==> src/qef_pkg.sv <==
// ----------------------------------------------------------------------------
// qef_pkg
// Shared constants, types and register codes for the 3x3 quick edge filter.
// ----------------------------------------------------------------------------
package qef_pkg;

  // Geometry
  localparam int MAX_WIDTH  = 1024;
  localparam int COL_W      = $clog2(MAX_WIDTH);
  localparam int DIM_W      = 11;
  localparam int PIX_W      = 8;
  localparam int KIND_W     = 1;
  localparam int LINE_W     = 2 * PIX_W;
  localparam int RES_AW     = COL_W + 1;
  localparam int RES_DEPTH  = 2 ** RES_AW;

  // Configuration port
  localparam int CFG_IDX_W  = 3;
  localparam int CFG_DATA_W = 11;

  // Width and height limits as used by the datapath
  localparam logic [DIM_W-1:0] WIDTH_CAP =
    DIM_W'((MAX_WIDTH < 2 ** DIM_W) ? MAX_WIDTH : 2 ** DIM_W - 1);
  localparam logic [DIM_W-1:0] DIM_MIN  = DIM_W'(3);
  localparam logic [COL_W-1:0] COL_LAST = COL_W'(MAX_WIDTH - 1);

  // Register reset values
  localparam logic [DIM_W-1:0] RST_FRAME_WIDTH  = DIM_W'(640);
  localparam logic [DIM_W-1:0] RST_FRAME_HEIGHT = DIM_W'(480);
  localparam logic             RST_FOUR_BIT     = 1'b0;
  localparam logic             RST_TH_EN        = 1'b1;
  localparam logic [PIX_W-1:0] RST_TH_HIGH      = PIX_W'(90);

  // Clamp limits and threshold markers
  localparam logic [PIX_W-1:0] LIMIT_8   = PIX_W'(255);
  localparam logic [PIX_W-1:0] LIMIT_4   = PIX_W'(16);
  localparam logic [PIX_W-1:0] MARK_HI_8 = PIX_W'(250);
  localparam logic [PIX_W-1:0] MARK_LO_8 = PIX_W'(16);
  localparam logic [PIX_W-1:0] MARK_HI_4 = PIX_W'(10);
  localparam logic [PIX_W-1:0] MARK_LO_4 = PIX_W'(3);

  // Input word kinds
  localparam logic [KIND_W-1:0] KIND_DRAIN = 1'b1;

  // Register indexes
  typedef enum logic [CFG_IDX_W-1:0] {
    REG_FRAME_WIDTH  = 3'd0,
    REG_FRAME_HEIGHT = 3'd1,
    REG_FOUR_BIT     = 3'd2,
    REG_TH_EN        = 3'd3,
    REG_TH_HIGH      = 3'd4
  } cfg_reg_t;

  typedef struct packed {
    logic [DIM_W-1:0] frame_width;
    logic [DIM_W-1:0] frame_height;
    logic             four_bit;
    logic             th_en;
    logic [PIX_W-1:0] th_high;
  } cfg_t;

  // One word as decoded by the front stage
  typedef struct packed {
    logic              pix_op;   // pixel word: shifts window, writes line store
    logic              emit;     // produces one output word
    logic              do_sum;   // writes one result into the result store
    logic [COL_W-1:0]  col;      // line store column
    logic [RES_AW-1:0] waddr;    // result store write entry {bank, col}
    logic [RES_AW-1:0] raddr;    // result store read entry {bank, col}
    logic              last;     // final output position of the frame
    logic [PIX_W-1:0]  pix;
  } item_t;

endpackage

==> src/qef_seq.sv <==
// ----------------------------------------------------------------------------
// qef_seq
// Front stage: input and output position counters, word decode and store
// address generation.
// ----------------------------------------------------------------------------
module qef_seq (
  input  logic                         clk,
  input  logic                         rst_n,
  input  qef_pkg::cfg_t                cfg,
  input  logic                         accept,
  input  logic [qef_pkg::KIND_W-1:0]   kind,
  input  logic [qef_pkg::PIX_W-1:0]    pixel_in,
  output qef_pkg::item_t               item
);
  import qef_pkg::*;

  logic [DIM_W-1:0] in_row_r, in_col_r, out_row_r, out_col_r;
  logic [DIM_W-1:0] in_row_nxt, in_col_nxt, out_row_nxt, out_col_nxt;
  logic [DIM_W-1:0] w_eff, h_eff, w_m1, w_m2, h_m1, h_m2;
  logic [DIM_W-1:0] orow, ocol, crow, ccol;
  logic [DIM_W:0]   in_col_inc, in_row_inc, out_col_inc, out_row_inc;
  logic             is_drain, at_start, col_ge2, emit_pix, emit;
  logic [COL_W-1:0] col;

  // Effective frame size
  always_comb begin
    w_eff = cfg.frame_width;
    if (cfg.frame_width < DIM_MIN) begin
      w_eff = DIM_MIN;
    end else if (cfg.frame_width > WIDTH_CAP) begin
      w_eff = WIDTH_CAP;
    end
    h_eff = (cfg.frame_height < DIM_MIN) ? DIM_MIN : cfg.frame_height;
    w_m1  = w_eff - DIM_W'(1);
    w_m2  = w_eff - DIM_W'(2);
    h_m1  = h_eff - DIM_W'(1);
    h_m2  = h_eff - DIM_W'(2);
  end

  // Decode the word at the current positions
  always_comb begin
    is_drain = (kind == KIND_DRAIN);
    at_start = (in_row_r == '0) && (in_col_r == '0);
    col      = (in_col_r >= WIDTH_CAP) ? COL_LAST : COL_W'(in_col_r);
    col_ge2  = (col >= COL_W'(2));
    emit_pix = (in_row_r > DIM_W'(2)) || ((in_row_r == DIM_W'(2)) && col_ge2);
    emit     = is_drain ? (at_start && ((out_row_r != '0) || (out_col_r != '0)))
                        : emit_pix;

    // a pixel at frame start drops whatever output is still pending
    orow = (!is_drain && at_start) ? '0 : out_row_r;
    ocol = (!is_drain && at_start) ? '0 : out_col_r;

    // border positions read the nearest interior result
    crow = orow;
    if (orow < DIM_W'(1)) begin
      crow = DIM_W'(1);
    end else if (orow > h_m2) begin
      crow = h_m2;
    end
    ccol = ocol;
    if (ocol < DIM_W'(1)) begin
      ccol = DIM_W'(1);
    end else if (ocol > w_m2) begin
      ccol = w_m2;
    end

    item.pix_op = !is_drain;
    item.emit   = emit;
    item.do_sum = !is_drain && (in_row_r >= DIM_W'(2)) && col_ge2;
    item.col    = col;
    item.waddr  = {~in_row_r[0], col - COL_W'(1)};
    item.raddr  = {crow[0], COL_W'(ccol)};
    item.last   = (orow == h_m1) && (ocol == w_m1);
    item.pix    = pixel_in;
  end

  // Counter advance
  always_comb begin
    in_col_inc  = (DIM_W+1)'(in_col_r) + (DIM_W+1)'(1);
    in_row_inc  = (DIM_W+1)'(in_row_r) + (DIM_W+1)'(1);
    out_col_inc = (DIM_W+1)'(ocol) + (DIM_W+1)'(1);
    out_row_inc = (DIM_W+1)'(orow) + (DIM_W+1)'(1);

    in_row_nxt = in_row_r;
    in_col_nxt = in_col_r;
    if (!is_drain) begin
      if (in_col_inc >= (DIM_W+1)'(w_eff)) begin
        in_col_nxt = '0;
        in_row_nxt = (in_row_inc >= (DIM_W+1)'(h_eff)) ? '0 : in_row_inc[DIM_W-1:0];
      end else begin
        in_col_nxt = in_col_inc[DIM_W-1:0];
      end
    end

    out_row_nxt = orow;
    out_col_nxt = ocol;
    if (emit) begin
      if (out_col_inc >= (DIM_W+1)'(w_eff)) begin
        out_col_nxt = '0;
        out_row_nxt = (out_row_inc >= (DIM_W+1)'(h_eff)) ? '0 : out_row_inc[DIM_W-1:0];
      end else begin
        out_col_nxt = out_col_inc[DIM_W-1:0];
      end
    end
  end

  always_ff @(posedge clk) begin
    if (!rst_n) begin
      in_row_r  <= '0;
      in_col_r  <= '0;
      out_row_r <= '0;
      out_col_r <= '0;
    end else if (accept) begin
      in_row_r  <= in_row_nxt;
      in_col_r  <= in_col_nxt;
      out_row_r <= out_row_nxt;
      out_col_r <= out_col_nxt;
    end
  end

endmodule

==> config.mk <==
export PLATFORM = sky130hd
export DESIGN_NAME = qef_seq
export DESIGN_NICKNAME = d
export VERILOG_FILES = /design/src/qef_pkg.sv /design/src/qef_seq.sv
export SDC_FILE = /design/constraint.sdc
export NUM_CORES = 1
export LEC_CHECK = 0
export ABC_AREA = 1
export ABC_CLOCK_PERIOD_IN_PS = 5600
export BUFFER_PORTS_ARGS = -buffer_cell sky130_fd_sc_hd__buf_2
export CAP_MARGIN = 25
export CORE_MARGIN = 3
export CORE_UTILIZATION = 64
export CTS_CLUSTER_DIAMETER = 50
export DETAILED_ROUTE_END_ITERATION = 16
export MAX_ROUTING_LAYER = met4
export PLACE_DENSITY_LB_ADDON = 0.1
export SYNTH_ARGS = -nofsm -noshare
export SYNTH_HDL_FRONTEND = slang
export SYNTH_SLANG_ARGS = --single-unit
==> constraint.sdc <==
create_clock -name clk -period 5.6 [get_ports clk]
set_input_delay 0.56 -clock clk [delete_from_list [all_inputs] [get_ports clk]]
set_output_delay 0.56 -clock clk [all_outputs]
set_load 0.01 [all_outputs]
==> out/qor.csv <==
metric,value,unit
status,"complete, no violations",
sequential fraction of the synthesis area,0.144,
"Net Count, Synth",1099,
"most used cell, CP",nand2_1,
Yosys reg bits,44,
Setup crit end kind,output pin,
initial antenna violation count,0,
drt via density,5.42,
Worst-path clk slew,0.09,ns
DRC Markers,0,
crit path DAT,4.04,ns
critical path type,input pin to output pin,
post-route minimum period,4.60,ns
maximum clock rate,218,MHz
DRT iter0 DRCs,430,
Post-Syn Area,6110,µm²
Synth Area per Inst,6.25,µm²
CORE AREA,9280,µm²
wire length per cell,13.7,µm
Layout Skew,0.0105,ns
post-route setup TNS,0,ns
Pint,0.577,mW
"Period Utilization, post-route",0.821,
nets,1138,
Die Y,104,µm
Yosys cell types,45,
Switch Pwr,0.409,mW
proportion of layout cells with a drive suffix above 1,0.102,
Slew headroom,0.470,
pin count of the biggest net entering global routing,26,
final wirelength,15700,µm
Hold Path Class,register to register,
combinational share of power,0.440,
Clock Power Share,0.216,
Area contributors post-synth,"ha_1 16%, dfxtp_1 14%, nand2_1 12%",
GPL Wtd Cong,1.01,
Post-Syn Instances,979,
Max VDD drop,0.127,mV
Syn. warnings,0,
CP max FO,14,
CTS max path bufs,2,
clock latency at the later pin of the worst-skew pair,0.30,ns
fill count,889,
r2r startpoint,in_col_r[0],
PwrDens,152,nW/µm²
cts bufs inserted,5,
FF-to-FF path depth,23,
Die Footprint,10800,µm²
ys flop type,dfxtp_1,
"Slowest-stage cell, CP",inv_1,
ys async rst share,0,
post-route ant nets,0,
worst-margin pin slew,0.791,ns
R2R Setup Slk,1.53,ns
Min-Delay Endpoint,in_row_r[1],
commonest cells in the netlist,"190 x nand2_1, 138 x inv_1, 105 x nor2_1",
Leak,3.45,nW
hold_buf cts,0,
unrepaired setup endpoints after global routing,false,
Post CTS Setup Buffer Count,0,
Max-Cap Viols,0,
1st-pass router iterations,7,
reg2reg end,out_row_r[1],
top cell type's share of synthesized area,0.156,
I/O pin count,88,
CTS tree,done,
clock sink count,44,
GRT Total Usage,0.299,
die width,104,µm
Synth area leader,ha_1,
Rows,35,
"Critical Path, Cell by Cell",buf_2 > inv_1 > nand2_1 > nor2_1 > nand2_1 > nand2_1 > inv_1 > ha_1 > nand2_1 > nor2_1 > nand3_1 > xnor2_1 > ha_1 > nand2_1 > inv_1 > nand2_1 > o311ai_0 > nand2_1 > inv_1 > o21ai_0 > a21oi_1 > buf_2,
Reg power frac,0.344,
routed vias,6226,
CP startpoint kind,input pin,
PortBufs,61,
Switching Fraction,0.415,
final cell count without fillers,1148,
CP max stage delay,0.34,ns
vias in the first global route,5624,
Slew Limit Fails,0,
Critical Path RT,5.04,ns
Fin. Hold Viols,0,
GR Overflow Total,0,
Initial Util,0.659,
H-Tree Depth,2,
number of synthesized flops with an enable pin,0,
DP Cell Count,1140,
first-pass GRT wire length,26800,µm
Final setup viols,0,
Area Overhead vs Synth,6.30,%
Hold Path Cell Cnt,2,
clock root cell,clkbuf_8,
top-count cell post-synth,nand2_1,
DP HPWL,12600,µm
antenna cells,0,
post_cts resized,0,
hold wc startpoint,in_row_r[1],
[layer usage]
layer	up-vias	GRT usage	part of all wire
li1	3273	-	-
met2	217	0.474	0.44
met3	27	0.0299	0.069
met4	0	0.0864	0.025
met1	2709	0.407	0.46
met5	-	-	0
[state kept, by name, indices dropped and copies added, names as in the netlist]
register and cells:
out_col_r 11, in_row_r 11, in_col_r 11, out_row_r 11
[power groups by stage]
stage	combinational (mW)	sequential, mW	clock, mW
6_report	0.434	0.339	0.213
5_1_grt	0.492	0.341	0.231
4_1_cts	0.429	0.339	0.215
3_5_place_dp	0.427	0.346	0
3_3_place_gp	0.422	0.346	0
2_1_floorplan	0.325	0.343	0
[final cells by class]
type,count,area (µm²),share of cell area
Tap cell,129,161,0.0248
Timing Repair Buffer,62,313,0.0481
Multi-Input combinational cell,762,4520,0.695
Sequential cell,44,881,0.136
Clock buffer,8,90.1,0.0139
Inverter,143,537,0.0826
[worst max-delay path by stage]
stage,end,startpoint,slack [ns]
finish,item[17],cfg[31],1.00
global route,item[15],cfg[31],0.51
CTS,item[13],cfg[31],1.06
detailed placement,item[13],cfg[31],1.07
global placement,item[13],cfg[31],1.09
floorplan,item[17],cfg[24],1.51
[cells by family (layout without fill, tap and decap cells)]
kind of cell | Yosys count | count (layout) | synth area share
DFF | 44 | 44 | 0.144
other | 1 | 1 | 0.000613
xor gates and xnor gates | 73 | 73 | 0.105
AOI/OAI and AO/OA | 166 | 166 | 0.145
adders and majority gates | 76 | 76 | 0.156
buffers and inverters | 173 | 213 | 0.117
and+or+nand+nor | 446 | 446 | 0.333
[through the flow]
step / power [mW] / setup slack [ns] / util / hold WS (ns) / area (µm²)
final: 0.987 / 1.00 / 0.700 / 0.491 / 6500
after global routing: 1.06 / 0.508 / 0.700 / 0.522 / 6500
after CTS: 0.983 / 1.06 / 0.700 / 0.497 / 6500
after detailed placement: 0.773 / 1.07 / 0.690 / 0.483 / 6410
after global placement: 0.767 / 1.09 / 0.690 / 0.482 / 6410
after floorplan: 0.667 / 1.51 / - / 0.462 / 6110
[worst max-delay path: cells and delay by family]
family | cells | cell delay [ns]
AND/OR/NAND/NOR | 10 | 1.22
buffers and inverters | 6 | 0.98
AO/OA/AOI/OAI | 3 | 0.58
adder cells (fa/ha/maj) | 2 | 0.52
XOR/XNOR | 1 | 0.17
[placed cells by master (no fill, tap or decap), drive strengths merged]
master    n
o311ai    1
or4       1
clkbuf    8
a211oi    6
conb      1
xor2     58
ha       76
nand2   201
nand3    68
o21ai    59
and2      1
nor2    118
and3      1
xnor2    15
buf      62
inv     141
clkinv    2
nor2b     5
o211ai    7
o21bai    1
a21o      2
a31oi     3
nor3     24
o22ai     3
nand3b    1
dfxtp    44
or2       1
a21oi    84
nand4    14
nor4     11
No activity file was read; power rests on OpenSTA's default activity.
