## src/qef_pkg.sv

```systemverilog
// ----------------------------------------------------------------------------
// qef_pkg
// Shared constants, types and register codes for the 3x3 quick edge filter.
// ----------------------------------------------------------------------------
package qef_pkg;

  // Geometry
  localparam int MAX_WIDTH  = 1024;
  localparam int COL_W      = $clog2(MAX_WIDTH);
  localparam int DIM_W      = 11;
  localparam int PIX_W      = 8;
  localparam int KIND_W     = 1;
  localparam int LINE_W     = 2 * PIX_W;
  localparam int RES_AW     = COL_W + 1;
  localparam int RES_DEPTH  = 2 ** RES_AW;

  // Configuration port
  localparam int CFG_IDX_W  = 3;
  localparam int CFG_DATA_W = 11;

  // Width and height limits as used by the datapath
  localparam logic [DIM_W-1:0] WIDTH_CAP =
    DIM_W'((MAX_WIDTH < 2 ** DIM_W) ? MAX_WIDTH : 2 ** DIM_W - 1);
  localparam logic [DIM_W-1:0] DIM_MIN  = DIM_W'(3);
  localparam logic [COL_W-1:0] COL_LAST = COL_W'(MAX_WIDTH - 1);

  // Register reset values
  localparam logic [DIM_W-1:0] RST_FRAME_WIDTH  = DIM_W'(640);
  localparam logic [DIM_W-1:0] RST_FRAME_HEIGHT = DIM_W'(480);
  localparam logic             RST_FOUR_BIT     = 1'b0;
  localparam logic             RST_TH_EN        = 1'b1;
  localparam logic [PIX_W-1:0] RST_TH_HIGH      = PIX_W'(90);

  // Clamp limits and threshold markers
  localparam logic [PIX_W-1:0] LIMIT_8   = PIX_W'(255);
  localparam logic [PIX_W-1:0] LIMIT_4   = PIX_W'(16);
  localparam logic [PIX_W-1:0] MARK_HI_8 = PIX_W'(250);
  localparam logic [PIX_W-1:0] MARK_LO_8 = PIX_W'(16);
  localparam logic [PIX_W-1:0] MARK_HI_4 = PIX_W'(10);
  localparam logic [PIX_W-1:0] MARK_LO_4 = PIX_W'(3);

  // Input word kinds
  localparam logic [KIND_W-1:0] KIND_DRAIN = 1'b1;

  // Register indexes
  typedef enum logic [CFG_IDX_W-1:0] {
    REG_FRAME_WIDTH  = 3'd0,
    REG_FRAME_HEIGHT = 3'd1,
    REG_FOUR_BIT     = 3'd2,
    REG_TH_EN        = 3'd3,
    REG_TH_HIGH      = 3'd4
  } cfg_reg_t;

  typedef struct packed {
    logic [DIM_W-1:0] frame_width;
    logic [DIM_W-1:0] frame_height;
    logic             four_bit;
    logic             th_en;
    logic [PIX_W-1:0] th_high;
  } cfg_t;

  // One word as decoded by the front stage
  typedef struct packed {
    logic              pix_op;   // pixel word: shifts window, writes line store
    logic              emit;     // produces one output word
    logic              do_sum;   // writes one result into the result store
    logic [COL_W-1:0]  col;      // line store column
    logic [RES_AW-1:0] waddr;    // result store write entry {bank, col}
    logic [RES_AW-1:0] raddr;    // result store read entry {bank, col}
    logic              last;     // final output position of the frame
    logic [PIX_W-1:0]  pix;
  } item_t;

endpackage

```

## src/qef_kernel.sv

```systemverilog
// ----------------------------------------------------------------------------
// qef_kernel
// 3x3 window taps, corner/center mask sum, clamp and threshold.
// ----------------------------------------------------------------------------
module qef_kernel (
  input  logic                      clk,
  input  logic                      rst_n,
  input  logic                      shift,
  input  logic [qef_pkg::PIX_W-1:0] top,
  input  logic [qef_pkg::PIX_W-1:0] mid,
  input  logic [qef_pkg::PIX_W-1:0] pix,
  input  qef_pkg::cfg_t             cfg,
  output logic [qef_pkg::PIX_W-1:0] fin
);
  import qef_pkg::*;

  // Window taps that reach the mask: two columns of the top and bottom rows,
  // the middle column of the middle row. Edge weights are zero.
  logic [PIX_W-1:0] top1_r, top2_r, mid2_r, bot1_r, bot2_r;
  logic [11:0]      pos, neg;
  logic signed [11:0] diff;
  logic [PIX_W-1:0] limit, cl, mark_hi, mark_lo;

  always_ff @(posedge clk) begin
    if (!rst_n) begin
      top1_r <= '0;
      top2_r <= '0;
      mid2_r <= '0;
      bot1_r <= '0;
      bot2_r <= '0;
    end else if (shift) begin
      top1_r <= top2_r;
      top2_r <= top;
      mid2_r <= mid;
      bot1_r <= bot2_r;
      bot2_r <= pix;
    end
  end

  // Mask over the shifted window: 4*center minus the four corners
  always_comb begin
    pos  = {2'b00, mid2_r, 2'b00};
    neg  = 12'(top1_r) + 12'(top) + 12'(bot1_r) + 12'(pix);
    diff = $signed(pos) - $signed(neg);

    limit   = cfg.four_bit ? LIMIT_4 : LIMIT_8;
    mark_hi = cfg.four_bit ? MARK_HI_4 : MARK_HI_8;
    mark_lo = cfg.four_bit ? MARK_LO_4 : MARK_LO_8;

    if (diff[11]) begin
      cl = '0;
    end else if (diff[10:0] > 11'(limit)) begin
      cl = limit;
    end else begin
      cl = diff[PIX_W-1:0];
    end

    if (cfg.th_en) begin
      fin = (cl > cfg.th_high) ? mark_hi : mark_lo;
    end else begin
      fin = cl;
    end
  end

endmodule

```

## config.mk

```make
export PLATFORM = sky130hd
export DESIGN_NAME = qef_kernel
export DESIGN_NICKNAME = d
export VERILOG_FILES = /design/src/qef_pkg.sv /design/src/qef_kernel.sv
export SDC_FILE = /design/constraint.sdc
export NUM_CORES = 1
export LEC_CHECK = 0
export BUFFER_PORTS_ARGS = -buffer_cell sky130_fd_sc_hd__buf_2
export CAP_MARGIN = 10
export CORE_MARGIN = 2
export CORE_UTILIZATION = 43
export CTS_CLUSTER_DIAMETER = 200
export CTS_CLUSTER_SIZE = 28
export DETAILED_ROUTE_END_ITERATION = 7
export PLACE_DENSITY = 0.68
export SLEW_MARGIN = 20
export SYNTH_ARGS = -nofsm -noshare
export SYNTH_HDL_FRONTEND = slang
export SYNTH_SLANG_ARGS = --single-unit
export TNS_END_PERCENT = 30
```

## constraint.sdc

```tcl
create_clock -name clk -period 11.01 [get_ports clk]
set_input_delay 0.5505 -clock clk [delete_from_list [all_inputs] [get_ports clk]]
set_output_delay 0.5505 -clock clk [all_outputs]
set_load 0.05 [all_outputs]
```

==> results of run 1 <==
==> registers in the layout (all words and copies together), names as in the netlist <==
register and cells:
bot2_r 8, mid2_r 8, bot1_r 8, top2_r 8
top1_r 8
==> worst max path at each step <==
stage | endpoint | depth (start not counted) | slack [ps]
6_report | fin[0] | 29 | 2990
5_1_grt | fin[0] | 29 | 2570
4_1_cts | fin[0] | 29 | 2940
3_5_place_dp | fin[0] | 29 | 2950
3_3_place_gp | fin[0] | 29 | 3110
2_1_floorplan | fin[1] | 27 | 3370
==> metal layers <==
metal / routed length (um) / vias to the layer above / GRT usage
met5: 0 / - / 0
met4: 68 / 0 / 0.03799
met3: 169 / 6 / 0.02095
met2: 2721 / 44 / 0.2488
met1: 3039 / 1146 / 0.1963
li1: - / 1328 / -
==> where the power goes <==
part | switching (mW) | internal, mW | total, mW
registers | 0.00421 | 0.152 | 0.156
clock network | 0.0487 | 0.0558 | 0.104
logic | 0.274 | 0.177 | 0.451
==> cell type report <==
cell class | instances | area (um^2) | share of cell area
tap | 102 | 127.6 | 0.03346
clock buffer | 7 | 96.34 | 0.02526
multi-input combinational | 246 | 2273 | 0.5961
timing repair buffer | 45 | 230.2 | 0.06037
inverter | 76 | 285.3 | 0.07480
sequential | 40 | 800.8 | 0.2100
==> metrics by stage <==
step / setup slack, ps / utilization
floorplan: 3369 / -
global placement: 3114 / 0.4807
detailed placement: 2945 / 0.4807
CTS: 2941 / 0.4932
global route: 2574 / 0.4935
finish: 2985 / 0.4935
==> layout by cell type (no fill, tap or decap), types with 4 or more instances in the layout <==
cell type,n
nor2b_1,43
a211oi_1,4
mux2i_1,40
nor2_1,8
clkbuf_8,7
nand3_1,5
nor3_1,15
o21ai_0,10
a21oi_1,8
dfxtp_1,40
or3_1,4
buf_2,43
inv_1,76
o41ai_2,4
fa_1,23
nand2_1,9
ha_1,29
a21o_1,4
==> critical path, delay by kind of cell <==
family	cells	cell delay (ps)
AO/OA/AOI/OAI	12	2670
adder cells (fa/ha/maj)	6	2370
AND/OR/NAND/NOR	4	880
buffers and inverters	6	630
XOR/XNOR	1	320
==> kinds of logic (layout without fill, tap and decap cells) <==
| group | Yosys count | count (layout) | synth area share |
|---|---|---|---|
| buf+inv | 89 | 128 | 0.1023 |
| flops | 40 | 40 | 0.2338 |
| xor+xnor | 6 | 6 | 0.01535 |
| fa+ha+maj | 52 | 52 | 0.2404 |
| compound gates | 57 | 57 | 0.1443 |
| mux | 40 | 40 | 0.1169 |
| simple gates | 91 | 91 | 0.1469 |
==> impl_metrics.csv, run 1 <==
group,metric,value,unit
min_path,min_to,"mid2_r[5]",
sta,finalMaxSlewViolations,0,
sta,max_freq,124.6,MHz
power_and_ir_drop,power.total,0.7119,mW
placed_design,port_buffers,44,
sta,setup_tns,0,ps
routing,viasPerCell,4.891,
final_layout,final_area,3814,um^2
yosys,yosysWarningCount,0,
worst_setup_path,critPathMaxStageDelay,520,ps
clock_tree,postCtsHoldBufs,0,
flow_run,drv_cap,0,
die,dieArea,8694,um^2
die,rows,32,
yosys,synth.ff_latch_count,40,
die,die_height,93.24,um
yosys,syn_inst,375,
global_routing,grt_pass1_vias,2468,
sta,fin_skew,4.664,ps
clock_tree,clock-sinks,40,
clock_tree,cts_tree,"built",
final_layout,diodes,0,
worst_setup_path,cp-start-kind,"input port",
global_routing,antenna_found_initial,0,
routing,drc_errors,0,
placed_design,gp_congestion,0.7794,
clock_tree,cts.clk_slew.worst_paths,80,ps
global_routing,track_usage,0.1467,
power_and_ir_drop,leakagePower,1.876,nW
routing,firstDrtPassIters,4,
yosys,netlist_top_cells_area,"dfxtp_1, fa_1, mux2i_1",
final_layout,stdcell_count,516,
worst_setup_path,critical_path_class,"input port to output pin",
routing,wirelength,5998,um
sta,tightest_slew,661.7,ps
clock_tree,clock_latency,290,ps
run_status,outcome,"complete, no violations",
clock_tree,cts_resized,0,
worst_setup_path,timing.critical_path.from,"top[3]",
min_path,min_from,"mid[5]",
yosys,async_reset_ff_frac,0,
global_routing,grt_overflow,0,
min_path,min_path_cells,3,
yosys,ys_types,50,
sta,setup_viol,0,
yosys,yosysMostFrequentCell,"inv_1",
worst_setup_path,cp_slowest_cell,"fa_1",
worst_setup_path,r2r-start,"mid2_r[0]",
clock_tree,post_cts_buffers,0,
worst_setup_path,ff2ff_setup_slack,10350,ps
worst_setup_path,crit_path_frequent_cell,"inv_1",
clock_tree,clock-root-buffer,"clkbuf_8",
final_layout,area_growth,11.36,%
die,initial_utilization,0.4432,
routing,routed-via-count,2524,
routing,ant_nets,0,
placed_design,post_dp_cell_area,3715,um^2
yosys,synth_fp_nets,486,
sta,rsz0062_at_grt,"false",
worst_setup_path,crit_arrival,7470,ps
sta,hold_ws,517.7,ps
yosys,yosysTopAreaCell,"dfxtp_1",
yosys,synth_top_area_frac,0.2338,
sta,layout_min_cycle_time,8025,ps
yosys,ys.flop_type,"dfxtp_1",
die,core,7727,um^2
power_and_ir_drop,powerDensity,186.7,nW/um^2
yosys,synth-edff-count,0,
final_layout,nets,525,
placed_design,dpl.cell_count,509,
routing,drt-initial-drc-count,66,
clock_tree,cts_max_level,2,
final_layout,fillers,747,
sta,finalHoldViolations,0,
yosys,synth_common_cells,"inv_1, nor2b_1, dfxtp_1, mux2i_1, ha_1",
yosys,syn_area,3425,um^2
worst_setup_path,r2r-end,"mid2_r[0]",
global_routing,grt_pass1_wl,10540,um
clock_tree,numCtsBuffers,5,
die,io_pins,67,
sta,max_slew_margin,0.5588,
power_and_ir_drop,ir_drop,75.32,uV
yosys,avgSynthCellArea,9.132,um^2
clock_tree,cts_buffer_depth,2,
die,fp.dieW,93.24,um
worst_setup_path,reg2reg_depth,2,
routing,wl_per_cell,11.62,um
worst_setup_path,crit_required,10460,ps
min_path,min-delay-path-class,"input port to flip-flop",
placed_design,dp_hpwl,4813,um
worst_setup_path,crit_path_end_kind,"output pin",
yosys,yosysSeqAreaShare,0.2338,
final_layout,drive_above_1_share,0.1594,
global_routing,grt_max_degree,41,
sta,period_share,0.7289,
worst_setup_path,worstPathMaxFanout,12,
(Power assumes the default switching activity.)
==> run 2, diff against run 1 <==
- ABC_AREA: default -> 1
- PLACE_DENSITY: 0.68 -> 0.71
- clock period: 11.01 -> 6.5 ns (I/O delays scaled with it)
==> run 2 against run 1 <==
Against the previous run: critical path depth is 4 higher; register-to-register slack worse by 4600 ps; non-clock buffer count is 1 lower; setup slack worse by 2400 ps; final area is 5.4% lower; combinational power is 91% higher; synthesized area is 7.5% lower; die area is 7.1% lower; power is 87% higher; critical endpoint is now fin[6]; largest cell class unchanged.
==> impl_metrics.csv, run 2 <==
group,metric,value,unit
worst_setup_path,ff2ff_setup_slack,5760,ps
final_layout,stdcell_count,576,
sta,max_freq,167.9,MHz
clock_tree,cts_max_level,2,
final_layout,diodes,0,
yosys,synth-edff-count,0,
placed_design,dp_hpwl,4667,um
routing,wirelength,5937,um
worst_setup_path,r2r-end,"mid2_r[0]",
yosys,synth_top_area_frac,0.2527,
clock_tree,clock_latency,290,ps
yosys,yosysSeqAreaShare,0.2527,
sta,fin_skew,3.603,ps
global_routing,grt_pass1_wl,10900,um
worst_setup_path,critPathMaxStageDelay,500,ps
final_layout,drive_above_1_share,0.1426,
placed_design,gp_congestion,0.8839,
run_status,outcome,"complete, no violations",
sta,setup_viol,0,
clock_tree,post_cts_buffers,0,
yosys,ys_types,25,
power_and_ir_drop,powerDensity,368.6,nW/um^2
yosys,synth_common_cells,"inv_1, nand2_1, nor2_1",
sta,period_share,0.9164,
yosys,netlist_top_cells_area,"dfxtp_1, fa_1, inv_1",
yosys,synth_fp_nets,548,
clock_tree,cts.clk_slew.worst_paths,80,ps
sta,setup_ws,543.5,ps
yosys,syn_inst,437,
routing,firstDrtPassIters,4,
worst_setup_path,crit_path_end_kind,"output pin",
placed_design,port_buffers,44,
routing,drc_errors,0,
sta,finalHoldViolations,0,
global_routing,track_usage,0.1570,
min_path,min-delay-path-class,"input port to flip-flop",
worst_setup_path,cp-endpoint,"fin[6]",
global_routing,grt_overflow,0,
yosys,synth.ff_latch_count,40,
final_layout,nets,587,
final_layout,layout_commonest_cell,"inv_1",
die,fp.dieW,89.85,um
min_path,min_from,"mid[6]",
final_layout,area_growth,13.78,%
die,core,7176,um^2
sta,setup_tns,0,ps
die,rows,31,
worst_setup_path,crit_required,6170,ps
die,io_pins,67,
worst_setup_path,crit_path_frequent_cell,"nand2_1",
global_routing,antenna_found_initial,0,
final_layout,mostFrequentLayoutCells,"inv_1, nand2_1, nor2_1, o21ai_0, buf_2",
clock_tree,postCtsHoldBufs,0,
flow_run,drv_cap,0,
die,die_height,89.85,um
sta,max_slew_margin,0.3875,
placed_design,post-place-ws,549.4,ps
final_layout,post-route-util,0.5025,
yosys,yosysMostFrequentCell,"inv_1",
worst_setup_path,cp_slowest_cell,"fa_1",
routing,routed-via-count,2709,
clock_tree,cts_buffer_depth,2,
worst_setup_path,cp-start-kind,"flip-flop",
sta,layout_min_cycle_time,5957,ps
worst_setup_path,r2r-start,"mid2_r[0]",
worst_setup_path,critical_path_class,"flip-flop to output pin",
power_and_ir_drop,leakagePower,1.965,nW
clock_tree,numCtsBuffers,5,
routing,wl_per_cell,10.31,um
power_and_ir_drop,ir_drop,199.0,uV
clock_tree,clock-root-buffer,"clkbuf_8",
worst_setup_path,timing.critical_path.from,"bot1_r[5]",
clock_tree,clock-sinks,40,
yosys,yosysTopAreaCell,"dfxtp_1",
sta,tightest_slew,913.2,ps
routing,drt-initial-drc-count,86,
placed_design,dpl.cell_count,568,
clock_tree,cts_tree,"built",
worst_setup_path,reg2reg_depth,2,
global_routing,grt_max_degree,45,
yosys,syn_area,3169,um^2
yosys,yosysWarningCount,0,
routing,ant_nets,0,
yosys,ys.flop_type,"dfxtp_1",
die,dieArea,8073,um^2
routing,viasPerCell,4.703,
sta,rsz0062_at_grt,"false",
sta,finalMaxSlewViolations,0,
worst_setup_path,worstPathMaxFanout,9,
clock_tree,cts_resized,0,
yosys,avgSynthCellArea,7.252,um^2
worst_setup_path,crit_arrival,5630,ps
die,initial_utilization,0.4417,
yosys,async_reset_ff_frac,0,
global_routing,grt_pass1_vias,2655,
run 2: routing by layer:
metal  GRT usage  up-vias  wire, um
li1            -     1437         -
met3     0.02682        8       212
met5           0        -         0
met4     0.04359        0        79
met1      0.1930     1213      2760
met2      0.2835       51      2885
run 2: stage by stage:
stage,power [mW],hold WS (ps),area [um^2]
after floorplan,0.9462,449.5,3169
after global placement,1.080,459.3,3468
after detailed placement,1.111,468.7,3468
after CTS,1.315,251.1,3576
after global routing,1.477,252.4,3606
final,1.329,258.7,3606
run 2: where the power goes:
part | total [mW] | internal (mW) | switching, mW
clock | 0.198 | 0.114 | 0.0839
sequential | 0.270 | 0.262 | 0.00785
combinational | 0.862 | 0.303 | 0.559
total | 1.33 | 0.678 | 0.651
run 2: area by class of cell:
cell class / count / area [um^2]
clock buffer: 6 / 72.57
timing repair buffer: 44 / 227.7
clock inverter: 2 / 35.03
inverter: 101 / 379.1
sequential: 40 / 800.8
fill: 728 / 3570
tap: 99 / 123.9
multi-input combinational: 284 / 1967
run 2: kinds of logic after synthesis:
logic type | share of synthesized area
simple gates | 0.2077
buf+inv | 0.1338
compound gates | 0.1350
fa+ha+maj | 0.2598
flops | 0.2527
xor+xnor | 0.01106
run 2: worst min-delay path by stage:
stage / to / slack [ps] / depth (start not counted)
after CTS: mid2_r[6] / 250 / 3
after global placement: top1_r[3] / 460 / 2
final: mid2_r[6] / 260 / 3
after global routing: mid2_r[6] / 250 / 3
after detailed placement: bot1_r[5] / 470 / 2
after floorplan: top1_r[1] / 450 / 2
run 2: critical path: cells and delay by family (launching register included):
kind | cells | cell delay [ps]
AOI/OAI and AO/OA | 5 | 710
and+or+nand+nor | 15 | 1240
xor gates and xnor gates | 1 | 210
adders and majority gates | 6 | 2370
buffers and inverters | 6 | 510
DFF | 1 | 310
